### src/hw/rtl/rrmb_pkg.sv
package rrmb_pkg;

   localparam int MSG_KINDS_DEF = 8;
   localparam int MSG_KINDS_MAX = 32;

   localparam int ACTION_W   = 2;
   localparam int POST_ID_W  = 3;
   localparam int WORD_W     = 32;
   localparam int BYTE_W     = 8;
   localparam int MSG_KIND_W = 3;

   localparam int REQ_DATA_W = 64;
   localparam int RSP_DATA_W = 48;
   localparam int RSP_USER_W = 1;

   // request tdata field offsets
   localparam int REQ_POST_ID_LSB   = 0;
   localparam int REQ_POST_DATA_LSB = REQ_POST_ID_LSB + POST_ID_W;
   localparam int REQ_ACK_ID_LSB    = REQ_POST_DATA_LSB + WORD_W;
   localparam int REQ_ACK_SEQ_LSB   = REQ_ACK_ID_LSB + BYTE_W;
   localparam int REQ_FRAME_LSB     = REQ_ACK_SEQ_LSB + BYTE_W;
   localparam int REQ_USED_W        = REQ_FRAME_LSB + BYTE_W;

   localparam logic [BYTE_W-1:0] ACK_FRAME_LEN = 8'd2;

   localparam logic STATUS_OK     = 1'b0;
   localparam logic STATUS_REJECT = 1'b1;

   typedef enum logic [ACTION_W-1:0] {
      ACT_POST    = 2'd0,
      ACT_REQUEST = 2'd1,
      ACT_ACK     = 2'd2
   } action_type;

   typedef struct packed {
      logic [WORD_W-1:0]     msg_word;
      logic [BYTE_W-1:0]     msg_seq;
      logic [MSG_KIND_W-1:0] msg_kind;
      logic                  msg_valid;
   } rsp_word_type;

endpackage

### src/hw/rtl/round_robin_acked_mailbox_core.sv
// channel  dir  tdata (low bit up)                                        tuser
// req      in   post_id 3, post_data 32, ack_id 8, ack_seq 8,             action 2
//               frame_length 8, zero pad to 64
// rsp      out  msg_valid 1, msg_kind 3, msg_seq 8, msg_word 32,          status 1
//               zero pad to 48
//
// one word per cycle sustained while rsp is not stalled; a word is held in the
// input register and its result, for a request or ack, is loaded into the output register
// the round-robin pick and mailbox update are one pass of logic between them
// reset clears pending bits, pointer, sequence, held message and both valids;
// stored data words are undefined until posted
// a stalled rsp holds a word in the input register, which drops req_tready
module round_robin_acked_mailbox_core #(
   parameter int MSG_KINDS = rrmb_pkg::MSG_KINDS_DEF
) (
   input  logic                            clock,
   input  logic                            reset,
   input  logic                            req_tvalid,
   output logic                            req_tready,
   // post_id, post_data, ack_id, ack_seq, frame_length
   input  logic [rrmb_pkg::REQ_DATA_W-1:0] req_tdata,
   // action
   input  logic [rrmb_pkg::ACTION_W-1:0]   req_tuser,
   output logic                            rsp_tvalid,
   input  logic                            rsp_tready,
   // msg_valid, msg_kind, msg_seq, msg_word
   output logic [rrmb_pkg::RSP_DATA_W-1:0] rsp_tdata,
   // status
   output logic [rrmb_pkg::RSP_USER_W-1:0] rsp_tuser
);
   import rrmb_pkg::*;

   localparam int KIND_W = (MSG_KINDS > 1) ? $clog2(MSG_KINDS) : 1;

   // input register
   logic                  in_valid_ff;
   action_type            in_action_ff;
   logic [POST_ID_W-1:0]  in_post_id_ff;
   logic [WORD_W-1:0]     in_post_data_ff;
   logic [BYTE_W-1:0]     in_ack_id_ff;
   logic [BYTE_W-1:0]     in_ack_seq_ff;
   logic [BYTE_W-1:0]     in_frame_ff;

   // mailbox state
   logic [MSG_KINDS-1:0]  pending_ff, pending_in;
   logic [WORD_W-1:0]     kind_words_ff [MSG_KINDS];
   logic [KIND_W-1:0]     pointer_ff, pointer_in;
   logic [BYTE_W-1:0]     next_seq_ff, next_seq_in;
   logic                  held_valid_ff, held_valid_in;
   logic [KIND_W-1:0]     held_kind_ff, held_kind_in;
   logic [BYTE_W-1:0]     held_seq_ff, held_seq_in;
   logic [WORD_W-1:0]     held_word_ff, held_word_in;

   // result register
   logic                  rsp_valid_ff;
   rsp_word_type          rsp_word_ff, rsp_word_in;
   logic                  rsp_status_ff, rsp_status_in;

   logic                  advance;
   logic                  produce;
   logic                  post_ok;
   logic [KIND_W-1:0]     post_idx;
   logic                  ack_ok;
   logic                  found;
   logic [KIND_W-1:0]     pick;

   assign advance    = in_valid_ff && (!rsp_valid_ff || rsp_tready);
   assign req_tready = !in_valid_ff || advance;

   assign post_ok  = int'(in_post_id_ff) < MSG_KINDS;
   assign post_idx = KIND_W'(in_post_id_ff);
   assign ack_ok   = (in_frame_ff == ACK_FRAME_LEN) && held_valid_ff
                     && (in_ack_id_ff == BYTE_W'(held_kind_ff))
                     && (in_ack_seq_ff == held_seq_ff);

   rrmb_arbiter #(
      .MSG_KINDS (MSG_KINDS),
      .KIND_W    (KIND_W)
   ) u_arbiter (
      .pending (pending_ff),
      .pointer (pointer_ff),
      .found   (found),
      .pick    (pick)
   );

   always_comb begin
      pending_in    = pending_ff;
      pointer_in    = pointer_ff;
      next_seq_in   = next_seq_ff;
      held_valid_in = held_valid_ff;
      held_kind_in  = held_kind_ff;
      held_seq_in   = held_seq_ff;
      held_word_in  = held_word_ff;
      rsp_status_in = STATUS_OK;
      produce       = 1'b0;
      case (in_action_ff)
         ACT_POST: begin
            if (post_ok) begin
               pending_in[post_idx] = 1'b1;
            end
         end
         ACT_REQUEST: begin
            produce = 1'b1;
            if (!held_valid_ff && found) begin
               pointer_in         = (int'(pick) == MSG_KINDS - 1) ? '0
                                    : KIND_W'(pick + 1'b1);
               pending_in[pick]   = 1'b0;
               held_valid_in      = 1'b1;
               held_kind_in       = pick;
               held_seq_in        = next_seq_ff;
               held_word_in       = kind_words_ff[pick];
               next_seq_in        = next_seq_ff + 8'd1;
            end
         end
         ACT_ACK: begin
            produce       = 1'b1;
            rsp_status_in = STATUS_REJECT;
            if (ack_ok) begin
               held_valid_in = 1'b0;
               held_kind_in  = '0;
               held_seq_in   = '0;
               held_word_in  = '0;
               rsp_status_in = STATUS_OK;
            end
         end
         default: begin
            produce = 1'b0;
         end
      endcase
      rsp_word_in.msg_valid = held_valid_in;
      rsp_word_in.msg_kind  = MSG_KIND_W'(held_kind_in);
      rsp_word_in.msg_seq   = held_seq_in;
      rsp_word_in.msg_word  = held_word_in;
   end

   always_ff @(posedge clock) begin
      if (reset) begin
         in_valid_ff   <= 1'b0;
         rsp_valid_ff  <= 1'b0;
         pending_ff    <= '0;
         pointer_ff    <= '0;
         next_seq_ff   <= '0;
         held_valid_ff <= 1'b0;
         held_kind_ff  <= '0;
         held_seq_ff   <= '0;
         held_word_ff  <= '0;
      end else begin
         if (req_tready) begin
            in_valid_ff <= req_tvalid;
         end
         if (advance) begin
            pending_ff    <= pending_in;
            pointer_ff    <= pointer_in;
            next_seq_ff   <= next_seq_in;
            held_valid_ff <= held_valid_in;
            held_kind_ff  <= held_kind_in;
            held_seq_ff   <= held_seq_in;
            held_word_ff  <= held_word_in;
         end
         if (advance && produce) begin
            rsp_valid_ff <= 1'b1;
         end else if (rsp_tready) begin
            rsp_valid_ff <= 1'b0;
         end
      end
   end

   always_ff @(posedge clock) begin
      if (req_tvalid && req_tready) begin
         in_action_ff    <= action_type'(req_tuser);
         in_post_id_ff   <= req_tdata[REQ_POST_ID_LSB +: POST_ID_W];
         in_post_data_ff <= req_tdata[REQ_POST_DATA_LSB +: WORD_W];
         in_ack_id_ff    <= req_tdata[REQ_ACK_ID_LSB +: BYTE_W];
         in_ack_seq_ff   <= req_tdata[REQ_ACK_SEQ_LSB +: BYTE_W];
         in_frame_ff     <= req_tdata[REQ_FRAME_LSB +: BYTE_W];
      end
      if (advance && produce) begin
         rsp_word_ff   <= rsp_word_in;
         rsp_status_ff <= rsp_status_in;
      end
      if (advance && (in_action_ff == ACT_POST) && post_ok) begin
         kind_words_ff[post_idx] <= in_post_data_ff;
      end
   end

   assign rsp_tvalid = rsp_valid_ff;
   assign rsp_tdata  = RSP_DATA_W'(rsp_word_ff);
   assign rsp_tuser  = rsp_status_ff;

   // a free mailbox shows an all-zero message
   assert property (@(posedge clock) disable iff (reset)
      !held_valid_ff |-> (held_kind_ff == '0) && (held_seq_ff == '0) && (held_word_ff == '0))
      else $error("free mailbox holds stale message fields");

   // taking a message stamps it and bumps the sequence once
   assert property (@(posedge clock) disable iff (reset)
      $rose(held_valid_ff) |-> next_seq_ff == BYTE_W'(held_seq_ff + 8'd1))
      else $error("sequence not advanced past held message");

   // the kind just taken is no longer pending
   assert property (@(posedge clock) disable iff (reset)
      $rose(held_valid_ff) |-> !pending_ff[held_kind_ff])
      else $error("picked kind still pending");

   // an empty result register never blocks the input side
   assert property (@(posedge clock) disable iff (reset)
      !rsp_valid_ff |-> req_tready)
      else $error("input stalled with empty result register");

endmodule

### src/hw/rtl/rrmb_arbiter.sv
module rrmb_arbiter #(
   parameter int MSG_KINDS = rrmb_pkg::MSG_KINDS_DEF,
   parameter int KIND_W    = (MSG_KINDS > 1) ? $clog2(MSG_KINDS) : 1
) (
   input  logic [MSG_KINDS-1:0] pending,
   input  logic [KIND_W-1:0]    pointer,
   output logic                 found,
   output logic [KIND_W-1:0]    pick
);
   import rrmb_pkg::*;

   logic [MSG_KINDS-1:0] upper;
   logic [MSG_KINDS-1:0] search;

   // kinds at or above the pointer take priority, else wrap to the lowest
   always_comb begin
      for (int i = 0; i < MSG_KINDS; i++) begin
         upper[i] = pending[i] && (i >= int'(pointer));
      end
      search = (|upper) ? upper : pending;
      pick   = '0;
      for (int i = MSG_KINDS - 1; i >= 0; i--) begin
         if (search[i]) begin
            pick = KIND_W'(i);
         end
      end
      found = |pending;
   end

endmodule
### config.mk
export PLATFORM = sky130hd
export DESIGN_NAME = round_robin_acked_mailbox_core
export DESIGN_NICKNAME = d
export VERILOG_FILES = /design/src/hw/rtl/rrmb_pkg.sv /design/src/hw/rtl/round_robin_acked_mailbox_core.sv /design/src/hw/rtl/rrmb_arbiter.sv
export SDC_FILE = /design/constraint.sdc
export NUM_CORES = 1
export LEC_CHECK = 0
export CORE_MARGIN = 3
export CORE_UTILIZATION = 30
export CTS_CLUSTER_DIAMETER = 100
export DETAILED_ROUTE_END_ITERATION = 7
export DONT_BUFFER_PORTS = 1
export GPL_TIMING_DRIVEN = 0
export MAX_ROUTING_LAYER = met4
export PLACE_DENSITY = 0.55
export SLEW_MARGIN = 30
export SYNTH_ARGS = -nofsm -noshare
export SYNTH_HDL_FRONTEND = slang
export SYNTH_SLANG_ARGS = --single-unit
### constraint.sdc
create_clock -name clock -period 3.55 [get_ports clock]
set_input_delay 0.355 -clock clock [delete_from_list [all_inputs] [get_ports clock]]
set_output_delay 0.355 -clock clock [all_outputs]
set_load 0.01 [all_outputs]
==> qor.yml, run 1 <==
run_status:
  outcome: "completed"
worst_setup_path:
  cp_cell_sequence: "buf_4 -> and3b_1 -> a211o_2 -> a41oi_2 -> o211ai_1 -> nor4b_4 -> buf_2 -> a32o_1 -> o21ai_1"
  cp_num_buf_inv: 2
  start_kind: "register"
  end_kind: "register"
  reg2reg_setup_slack_ns: 0.23
  slowest_stage: "nor4b_4"
  rr_worst_depth: 9
  cp.required_ns: 3.82
  crit_path_start: "pending_ff[6]"
  reg2reg_to: "rsp_tdata[31]"
  crit_path_max_fanout: 10
  critPathTopFamily: "compound AO/OA/AOI/OAI gates"
  r2r_start: "pending_ff[6]"
  worstSetupPathType: "register to register"
  cp.depth: 9
  crit_arrival_ns: 3.59
  critPathMaxStageDelay_ns: 0.60
  endpoint: "rsp_tdata[31]"
die:
  core_area_mm2: 0.0552
  dieHeight_um: 242
  die_x_um: 242
  num_io_pins: 121
  start_util_pct: 30.4
  core.rowCount: 86
  dieArea_mm2: 0.0588
clock_tree:
  cts_tree: "done"
  cts.repair.resized: 0
  post_cts_buffers: 0
  clock_path_buffers: 3
  clock-root-buffer: "clkbuf_16"
  htreeDepth: 2
  insertion_delay_ns: 0.55
  cts.sinks: 427
  cts_made_buffers: 42
  hold_buffers: 62
  clk_pin_slew_worst_paths_ns: 0.06
sta:
  finalHoldViolCount: 0
  slew_viol_final: 0
  slew_headroom_pct: 37.8
  rsz0062_at_grt: "no"
  fin_crit_ns: 3.32
  finalSetupViolCount: 0
  final.period_utilization_pct: 93.5
  tightest_slew_ns: 0.933
  max_freq_mhz: 301
  skew_ns: 0.0193
route:
  drt-initial-drc-count: 737
  antenna_left: 0
  num_vias: 10200
  drc: 0
  routed_wl_mm: 42.7
  vias_per_cell: 4.93
  firstDrtPassIters: 5
  routedWlPerCell_um: 20.7
pwr:
  peakVddDrop_mv: 0.257
  p_per_area_mw_per_mm2: 537
  leakagePower_uw: 0.00657
  power.total_uw: 10900
placed_design:
  place_hpwl_mm: 28.2
  gp_congestion: 0.836
  io_buffers: 0
global_route:
  grt_pass1_vias: 10400
  grt_max_degree: 43
  grt-ovfl-total: 0
  grtUsageTotal_pct: 14.6
  grt_pass1_wl_mm: 64.2
  antenna_found_initial: 0
layout:
  antenna_cells: 0
  syn_to_final_growth_pct: 21.4
  drive_gt1_share_pct: 15.6
  nets: 1356
  fin_util_pct: 36.9
  fill_cells: 5161
synth:
  synth_edf_count: 362
  synth_top_area_share_pct: 64.8
  synthArstFlopShare_pct: 0
  synth_top_cells_by_area: "edfxtp_1, dfxtp_1, nand2_1"
  synth_cell_type_count: 77
  synth_area_mm2: 0.0168
  synthCells: 1154
  yosysWarnings: 0
  post-synth-top-count-cell: "edfxtp_1"
  synth_ff_type: "edfxtp_1"
  ys_seq_area_share_pct: 72.6
  synth_common_cells: "edfxtp_1, nand2_1, dfxtp_1"
  ys_seq_elements: 427
  syn_area_per_cell_um2: 14.5
  synth_top_area_cell: "edfxtp_1"
flow_run:
  maxCapViolCount: 0
hold_path:
  min_path_type: "primary input to register"
  min_path_cells: 2
## through the flow
stage	hold slack, ns	setup WS (ns)	cells	instance area, µm²	setup TNS [ns]
global route	0.0706	0.0875	2063	20400	0
floorplan	0.425	0.748	1157	16800	0
global placement	0.434	-0.956	1905	17700	-192.81
CTS	0.0286	0.227	2063	20400	0
finish	0.0604	0.230	2063	20400	0
detailed placement	0.440	0.217	1923	18200	0
## logic make-up (layout without fill, tap and decap cells)
family                     count (synthesis)  count (layout)  share of synthesized area [%]
DFF                                      427             427                           72.6
AOI/OAI and AO/OA                        310             310                           15.1
adders and majority gates                  5               5                          0.373
other                                      1               4                         0.0224
muxes                                      2               2                          0.119
buffers and inverters                    113             271                           3.33
and+or+nand+nor                          279             279                           7.66
xor gates and xnor gates                  17              17                          0.888
## worst reg2reg max path, cell delays in order (launching register included)
cell      delay [ns]
dfxtp_1         0.33
buf_4           0.18
and3b_1         0.21
a211o_2         0.34
a41oi_2         0.29
o211ai_1        0.21
nor4b_4         0.60
buf_2           0.43
a32o_1          0.31
o21ai_1         0.14
## how the worst min path moves through the flow
stage | to | slack, ns | from
after floorplan | held_word_ff[0] | 0.42 | held_word_ff[0]
after global placement | held_word_ff[1] | 0.43 | held_word_ff[1]
after detailed placement | held_word_ff[7] | 0.44 | held_word_ff[7]
after CTS | rsp_tvalid | 0.03 | rsp_tready
after global routing | rsp_tvalid | 0.07 | rsp_tready
final | rsp_tvalid | 0.06 | rsp_tready
## routing by layer
metal  part of all wire (%)  wire length, µm  vias up  GRT usage [%]
met1                     43            18200     5092           17.7
met2                     50            21200      285           24.6
met5                      0                0        -              -
met4                    3.3             1430        0           5.53
met3                    4.3             1820       86           2.17
li1                       -                -     4701              -
## registers in the layout (all words and copies together) (netlist names)
name	cells
in_frame_ff	8
in_post_data_ff	32
in_valid_ff	1
held_kind_ff	3
in_action_ff	2
in_ack_seq_ff	8
in_ack_id_ff	8
rsp_tuser	1
next_seq_ff	8
pointer_ff	3
held_word_ff	32
held_valid_ff	1
in_post_id_ff	3
pending_ff	8
rsp_tvalid	1
rsp_tdata	44
kind_words_ff	256
held_seq_ff	8
## cell type report
class | count | area [µm²] | share of cell area (%)
Inverter | 40 | 153 | 0.749
Buffer | 73 | 408 | 2.00
Timing Repair Buffer | 80 | 991 | 4.86
Tap cell | 748 | 936 | 4.59
Multi-Input combinational cell | 617 | 4130 | 20.3
Clock inverter | 34 | 504 | 2.48
Clock buffer | 44 | 1080 | 5.30
Sequential cell | 427 | 12200 | 59.8
## power by group
group	leakage, µW	switching, µW	total, µW	internal, µW
sequential	0.00384	72.7	5590	5510
combinational	0.00197	222	338	115
clock	0.000761	1960	5010	3050
## cell usage in the layout, fill, tap and decap left out, types with 8 or more instances in the layout
cell | synthesis | routed
o21ai_1 | 62 | 62
a211oi_2 | 8 | 8
dfxtp_1 | 65 | 65
inv_1 | 39 | 38
o31ai_1 | 35 | 35
o31ai_2 | 27 | 27
xnor2_1 | 12 | 12
edfxtp_1 | 362 | 362
dlygate4sd3_1 | 0 | 62
clkbuf_1 | 30 | 31
buf_4 | 14 | 14
clkbuf_16 | 0 | 43
a22oi_1 | 10 | 10
nor3_1 | 38 | 36
o22ai_1 | 30 | 30
bufinv_16 | 0 | 11
buf_16 | 0 | 8
buf_2 | 20 | 20
a21oi_1 | 15 | 15
nand2b_1 | 8 | 8
a32o_1 | 31 | 31
a211oi_1 | 27 | 27
nand2_1 | 146 | 146
a22o_1 | 10 | 10
nor2_1 | 43 | 37
(Power assumes the default switching activity.)
==> run 2, diff against run 1 <==
Settings changed: GPL_TIMING_DRIVEN 0 to not set, MAX_ROUTING_LAYER met4 to not set.
==> qor.yml, run 2 (synthesized netlist as in run 1, its figures left out) <==
clock_tree:
  htreeDepth: 2  # unchanged
  cts_tree: "done"
  clk_pin_slew_worst_paths_ns: 0.06  # about the same
  cts.sinks: 427  # unchanged
  insertion_delay_ns: 0.55  # about the same
  clock-root-buffer: "clkbuf_16"
  cts_made_buffers: 43  # +2.4%
  post_cts_buffers: 0  # unchanged
  clock_path_buffers: 3  # unchanged
sta:
  slew_headroom_pct: 55.2  # +17 points
  skew_ns: 0.0186  # -0.000754 ns
  max_freq_mhz: 316  # +4.9%
  final.period_utilization_pct: 89.1  # -4.4 points
  rsz0062_at_grt: "no"
  finalHoldViolCount: 0  # unchanged
  final.setup.tns_ns: 0  # unchanged
  tightest_slew_ns: 0.672  # -0.261 ns
  finalSetupViolCount: 0  # unchanged
  slew_viol_final: 0  # unchanged
  fin_crit_ns: 3.16  # -0.155 ns
  worst_hold_slack_ns: 0.0752  # +0.0148 ns
route:
  routedWlPerCell_um: 20.3  # -2.1%
  vias_per_cell: 4.93  # about the same
  firstDrtPassIters: 5  # unchanged
  drt-initial-drc-count: 696  # -5.6%
  drc: 0  # unchanged
  num_vias: 9916  # -2.4%
  antenna_left: 0  # unchanged
  routed_wl_mm: 40.8  # -4.5%
layout:
  antenna_cells: 0  # unchanged
  fill_cells: 5144  # -0.33%
  final_common_cell: "edfxtp_1"
  nets: 1304  # -3.8%
  drive_gt1_share_pct: 14.3  # -1.3 points
  mostFrequentLayoutCells: "edfxtp_1, nand2_1, dfxtp_1"
  syn_to_final_growth_pct: 18.6
  largest_reg_flops: 256  # unchanged
  largest-register: "kind_words_ff"
worst_setup_path:
  start_kind: "register"
  cp_cell_sequence: "a21boi_2 -> or4b_4 -> o31ai_4 -> o21ai_1 -> o211ai_4 -> buf_4 -> nand2_1 -> a32o_1 -> o21ai_1"
  critPathMaxStageDelay_ns: 0.59  # about the same
  crit_path_frequent_cell: "o21ai_1"
  r2r_start: "pointer_ff[2]"
  critPathTopFamily: "compound AO/OA/AOI/OAI gates"
  cp_num_buf_inv: 1  # -1
  crit_arrival_ns: 3.53  # -0.06 ns
  slowest_stage: "dfxtp_1"
  reg2reg_setup_slack_ns: 0.39  # +0.16 ns
  crit_path_start: "pointer_ff[2]"
  end_kind: "register"
  cp.required_ns: 3.91  # +0.09 ns
  worstSetupPathType: "register to register"
  crit_path_max_fanout: 24  # +14
global_route:
  antenna_found_initial: 0  # unchanged
  grt_max_degree: 64  # +49%
  grt_pass1_vias: 9891  # -5.2%
  grt_pass1_wl_mm: 61.6  # -4.0%
  grt-ovfl-total: 0  # unchanged
  grtUsageTotal_pct: 13.5  # -1.0 points
placed_design:
  place_hpwl_mm: 23.4  # -17%
  io_buffers: 0  # unchanged
  gp_congestion: 0.776  # -7.2%
pwr:
  power.total_uw: 10600  # -3.1%
  peakVddDrop_mv: 0.352  # +37%
  p_per_area_mw_per_mm2: 533  # -0.74%
  leakagePower_uw: 0.00637  # -3.1%
die:
  num_io_pins: 121  # unchanged
  dieHeight_um: 242  # unchanged
  core_area_mm2: 0.0552  # unchanged
  core.rowCount: 86  # unchanged
  start_util_pct: 30.4  # unchanged
  die_x_um: 242  # unchanged
  dieArea_mm2: 0.0588  # unchanged
hold_path:
  min_path_type: "primary input to register"
  min_from: "rsp_tready"
flow_run:
  maxCapViolCount: 0  # unchanged
run_status:
  outcome: "completed"
==> run 2: cell count changes in the layout (fill, tap and decap cells not counted), moves of 2 or more <==
cell	before	now
buf_1	3	0
buf_12	3	5
buf_16	8	1
buf_2	20	0
buf_4	14	32
buf_6	7	0
buf_8	6	0
bufinv_16	11	6
clkbuf_1	31	8
clkbuf_8	0	5
clkinv_1	2	6
clkinv_4	5	0
clkinvlp_4	5	1
==> run 2: metal layers <==
layer / vias up / GRT usage (%) / share of wire, %
li1: 4605 / - / -
met1: 4989 / 17.2 / 43
met2: 261 / 23.6 / 50
met3: 61 / 2.43 / 4.9
met4: 0 / 4.03 / 2.2
met5: - / 0 / 0
==> run 2: final timing paths <==
| kind | cells past startpoint | end |
|---|---|---|
| worst max-delay path | 9 | rsp_tdata[35] |
| worst min-delay path | 2 | rsp_tvalid |
| worst max register to register | 9 | rsp_tdata[35] |
| worst min register to register | 2 | held_word_ff[8] |
==> run 2: what timing repair did <==
action	CTS	global route
hold buffers	63	0
gates resized for setup	0	0
hold endpoints to repair	94	0
setup endpoints to repair	0	0
==> run 2: final cells by class <==
| class | count | area (µm²) | area share (%) |
|---|---|---|---|
| clock buffers | 57 | 1200 | 6.03 |
| repair buffers | 100 | 988 | 4.97 |
| well taps | 748 | 936 | 4.70 |
| flip-flops and latches | 427 | 12200 | 61.2 |
| clock inverters | 23 | 279 | 1.40 |
| multi-input cells | 617 | 4170 | 21.0 |
| inverters | 40 | 150 | 0.755 |
==> run 2: report_power, final <==
group	total (µW)	switching [µW]	internal, µW
logic	316	207	109
registers	5590	77.6	5510
clock network	4690	1860	2820
total	10600	2150	8450
==> run 2: stage by stage <==
step	setup WS [ns]	util, %	std cells	cell area [µm²]
2_1_floorplan	0.748	-	1157	16800
3_3_place_gp	0.411	32.1	1868	17700
3_5_place_dp	0.434	32.2	1868	17700
4_1_cts	0.426	36.0	2011	19900
5_1_grt	0.177	36.0	2012	19900
6_report	0.385	36.0	2012	19900
==> run 2: worst reg2reg max path: stages, from the launching register on <==
cell      delay [ns]
dfxtp_1         0.59
a21boi_2        0.23
or4b_4          0.55
o31ai_4         0.29
o21ai_1         0.21
o211ai_4        0.14
buf_4           0.39
nand2_1         0.11
a32o_1          0.28
o21ai_1         0.20
==> run 3, diff against run 2 <==
Settings changed: CTS_BUF_LIST set to sky130_fd_sc_hd__clkbuf_8.
==> qor.yml, run 3 (synthesized netlist as in run 1, its figures left out) <==
global_route:
  groute.layer.met1.usage_pct: 17.1  # -0.077 points
  grtUsageTotal_pct: 13.9  # +0.33 points
  gr-usage-met3_pct: 2.82  # +0.39 points
  busiest_layer: "met2"
  grt_pass1_wl_mm: 62.5  # +1.4%
  grt_pass1_vias: 10200  # +3.0%
  grt-ovfl-total: 0  # unchanged
  grt_max_degree: 64  # unchanged
  antenna_found_initial: 0  # unchanged
  use_met2_pct: 23.7  # +0.076 points
placed_design:
  place_hpwl_mm: 23.4  # unchanged
  io_buffers: 0  # unchanged
  gp_congestion: 0.776  # unchanged
worst_setup_path:
  critPathTopFamily: "compound AO/OA/AOI/OAI gates"
  cp.required_ns: 4.04  # +0.13 ns
  crit_arrival_ns: 3.73  # +0.20 ns
  reg2reg_setup_slack_ns: 0.31  # -0.08 ns
  crit_path_max_fanout: 24  # unchanged
  start_kind: "register"
  slowest_stage: "dfxtp_1"
  worstSetupPathType: "register to register"
  cp_cell_sequence: "a21boi_2 -> or4b_4 -> o31ai_4 -> o21ai_1 -> o211ai_4 -> buf_4 -> a311oi_1 -> dlygate4sd3_1"
  critPathMaxStageDelay_ns: 0.59  # about the same
  end_kind: "register"
  cp_num_buf_inv: 2  # +1
die:
  start_util_pct: 30.4  # unchanged
  dieArea_mm2: 0.0588  # unchanged
  dieHeight_um: 242  # unchanged
  num_io_pins: 121  # unchanged
  core_area_mm2: 0.0552  # unchanged
  die_x_um: 242  # unchanged
  core.rowCount: 86  # unchanged
sta:
  tightest_slew_ns: 0.655  # -0.0167 ns
  final.period_utilization_pct: 91.3  # +2.2 points
  rsz0062_at_grt: "no"
  slew_viol_final: 0  # unchanged
  finalSetupViolCount: 0  # unchanged
  worst_hold_slack_ns: 0.0786  # +0.00337 ns
  slew_headroom_pct: 56.3  # +1.1 points
  skew_ns: 0.0344  # +0.0158 ns
  max_freq_mhz: 309  # -2.4%
  final.setup.tns_ns: 0  # unchanged
  finalHoldViolCount: 0  # unchanged
  fin_crit_ns: 3.24  # +0.0765 ns
layout:
  largest_reg_flops: 256  # unchanged
  final_common_cell: "edfxtp_1"
  mostFrequentLayoutCells: "edfxtp_1, nand2_1, clkbuf_8"
  fill_cells: 5182  # +0.74%
  drive_gt1_share_pct: 15.8  # +1.4 points
  largest-register: "kind_words_ff"
  nets: 1333  # +2.2%
  syn_to_final_growth_pct: 17.9
clock_tree:
  clock_path_buffers: 3  # unchanged
  clk_pin_slew_worst_paths_ns: 0.06  # about the same
  clock-root-buffer: "clkbuf_8"
  cts_made_buffers: 69  # +60%
  htreeDepth: 3  # +1
  cts_tree: "done"
  cts.sinks: 427  # unchanged
  insertion_delay_ns: 0.62  # +0.07 ns
route:
  antenna_left: 0  # unchanged
  firstDrtPassIters: 5  # unchanged
  drc: 0  # unchanged
  routedWlPerCell_um: 20.2  # -0.41%
  drt-initial-drc-count: 717  # +3.0%
  routed_wl_mm: 41.5  # +1.8%
  vias_per_cell: 4.92  # -0.26%
  num_vias: 10100  # +1.9%
pwr:
  peakVddDrop_mv: 0.246  # -30%
  p_per_area_mw_per_mm2: 504  # -5.3%
  leakagePower_uw: 0.00641  # +0.74%
  power.total_uw: 9970  # -5.9%
run_status:
  outcome: "completed"
hold_path:
  min_path_type: "primary input to register"
flow_run:
  maxCapViolCount: 0  # unchanged
-- run 3: cell types whose count changed in the layout (fill, tap and decap cells not counted), sizes merged --
| cell | delta |
|---|---|
| clkbuf | +22 |
| clkinv | -5 |
| clkinvlp | +3 |
| bufinv | -4 |
| dlygate4sd3 | +3 |
| inv | +24 |
| diode | +1 |
-- run 3: stage by stage --
stage	cell area, µm²	cells	util, %	setup WS [ns]
after floorplan	16800	1157	-	0.748
after global routing	19800	2055	35.8	0.171
after CTS	19700	2054	35.8	0.354
final	19800	2056	35.8	0.309
after detailed placement	17700	1868	32.2	0.434
after global placement	17700	1868	32.1	0.411
-- run 3: cell type report --
type	count	area, µm²	share of cell area [%]
diodes	1	2.50	0.0127
clock buffers	79	1090	5.50
clock inverters	41	236	1.20
inverters	40	150	0.759
multi-input cells	617	4170	21.1
flip-flops and latches	427	12200	61.6
well taps	748	936	4.73
repair buffers	103	1020	5.15
-- run 3: routing by layer --
| layer | wire length (µm) | vias to the layer above |
|---|---|---|
| met5 | 0 | - |
| met4 | 1140 | 0 |
| met3 | 2000 | 71 |
| met2 | 20700 | 274 |
| met1 | 17700 | 5099 |
| li1 | - | 4662 |
-- run 3: worst paths after layout --
kind | cells past startpoint | endpoint | from
max | 8 | pending_ff[2] | pointer_ff[2]
min | 2 | in_valid_ff | rsp_tready
max reg2reg | 8 | pending_ff[2] | pointer_ff[2]
min reg2reg | 2 | held_word_ff[8] | held_word_ff[8]
-- run 3: what timing repair did --
action / CTS / global route
endpoints found under the hold margin: 94 / 0
hold buffers: 66 / 0
buffers inserted: 0 / 0
gates resized for setup: 0 / 0
-- run 3: report_power, final --
| part | leakage, µW | internal [µW] | switching (µW) |
|---|---|---|---|
| combinational | 0.00181 | 111 | 209 |
| sequential | 0.00384 | 5520 | 77.9 |
| clock | 0.000757 | 2180 | 1870 |
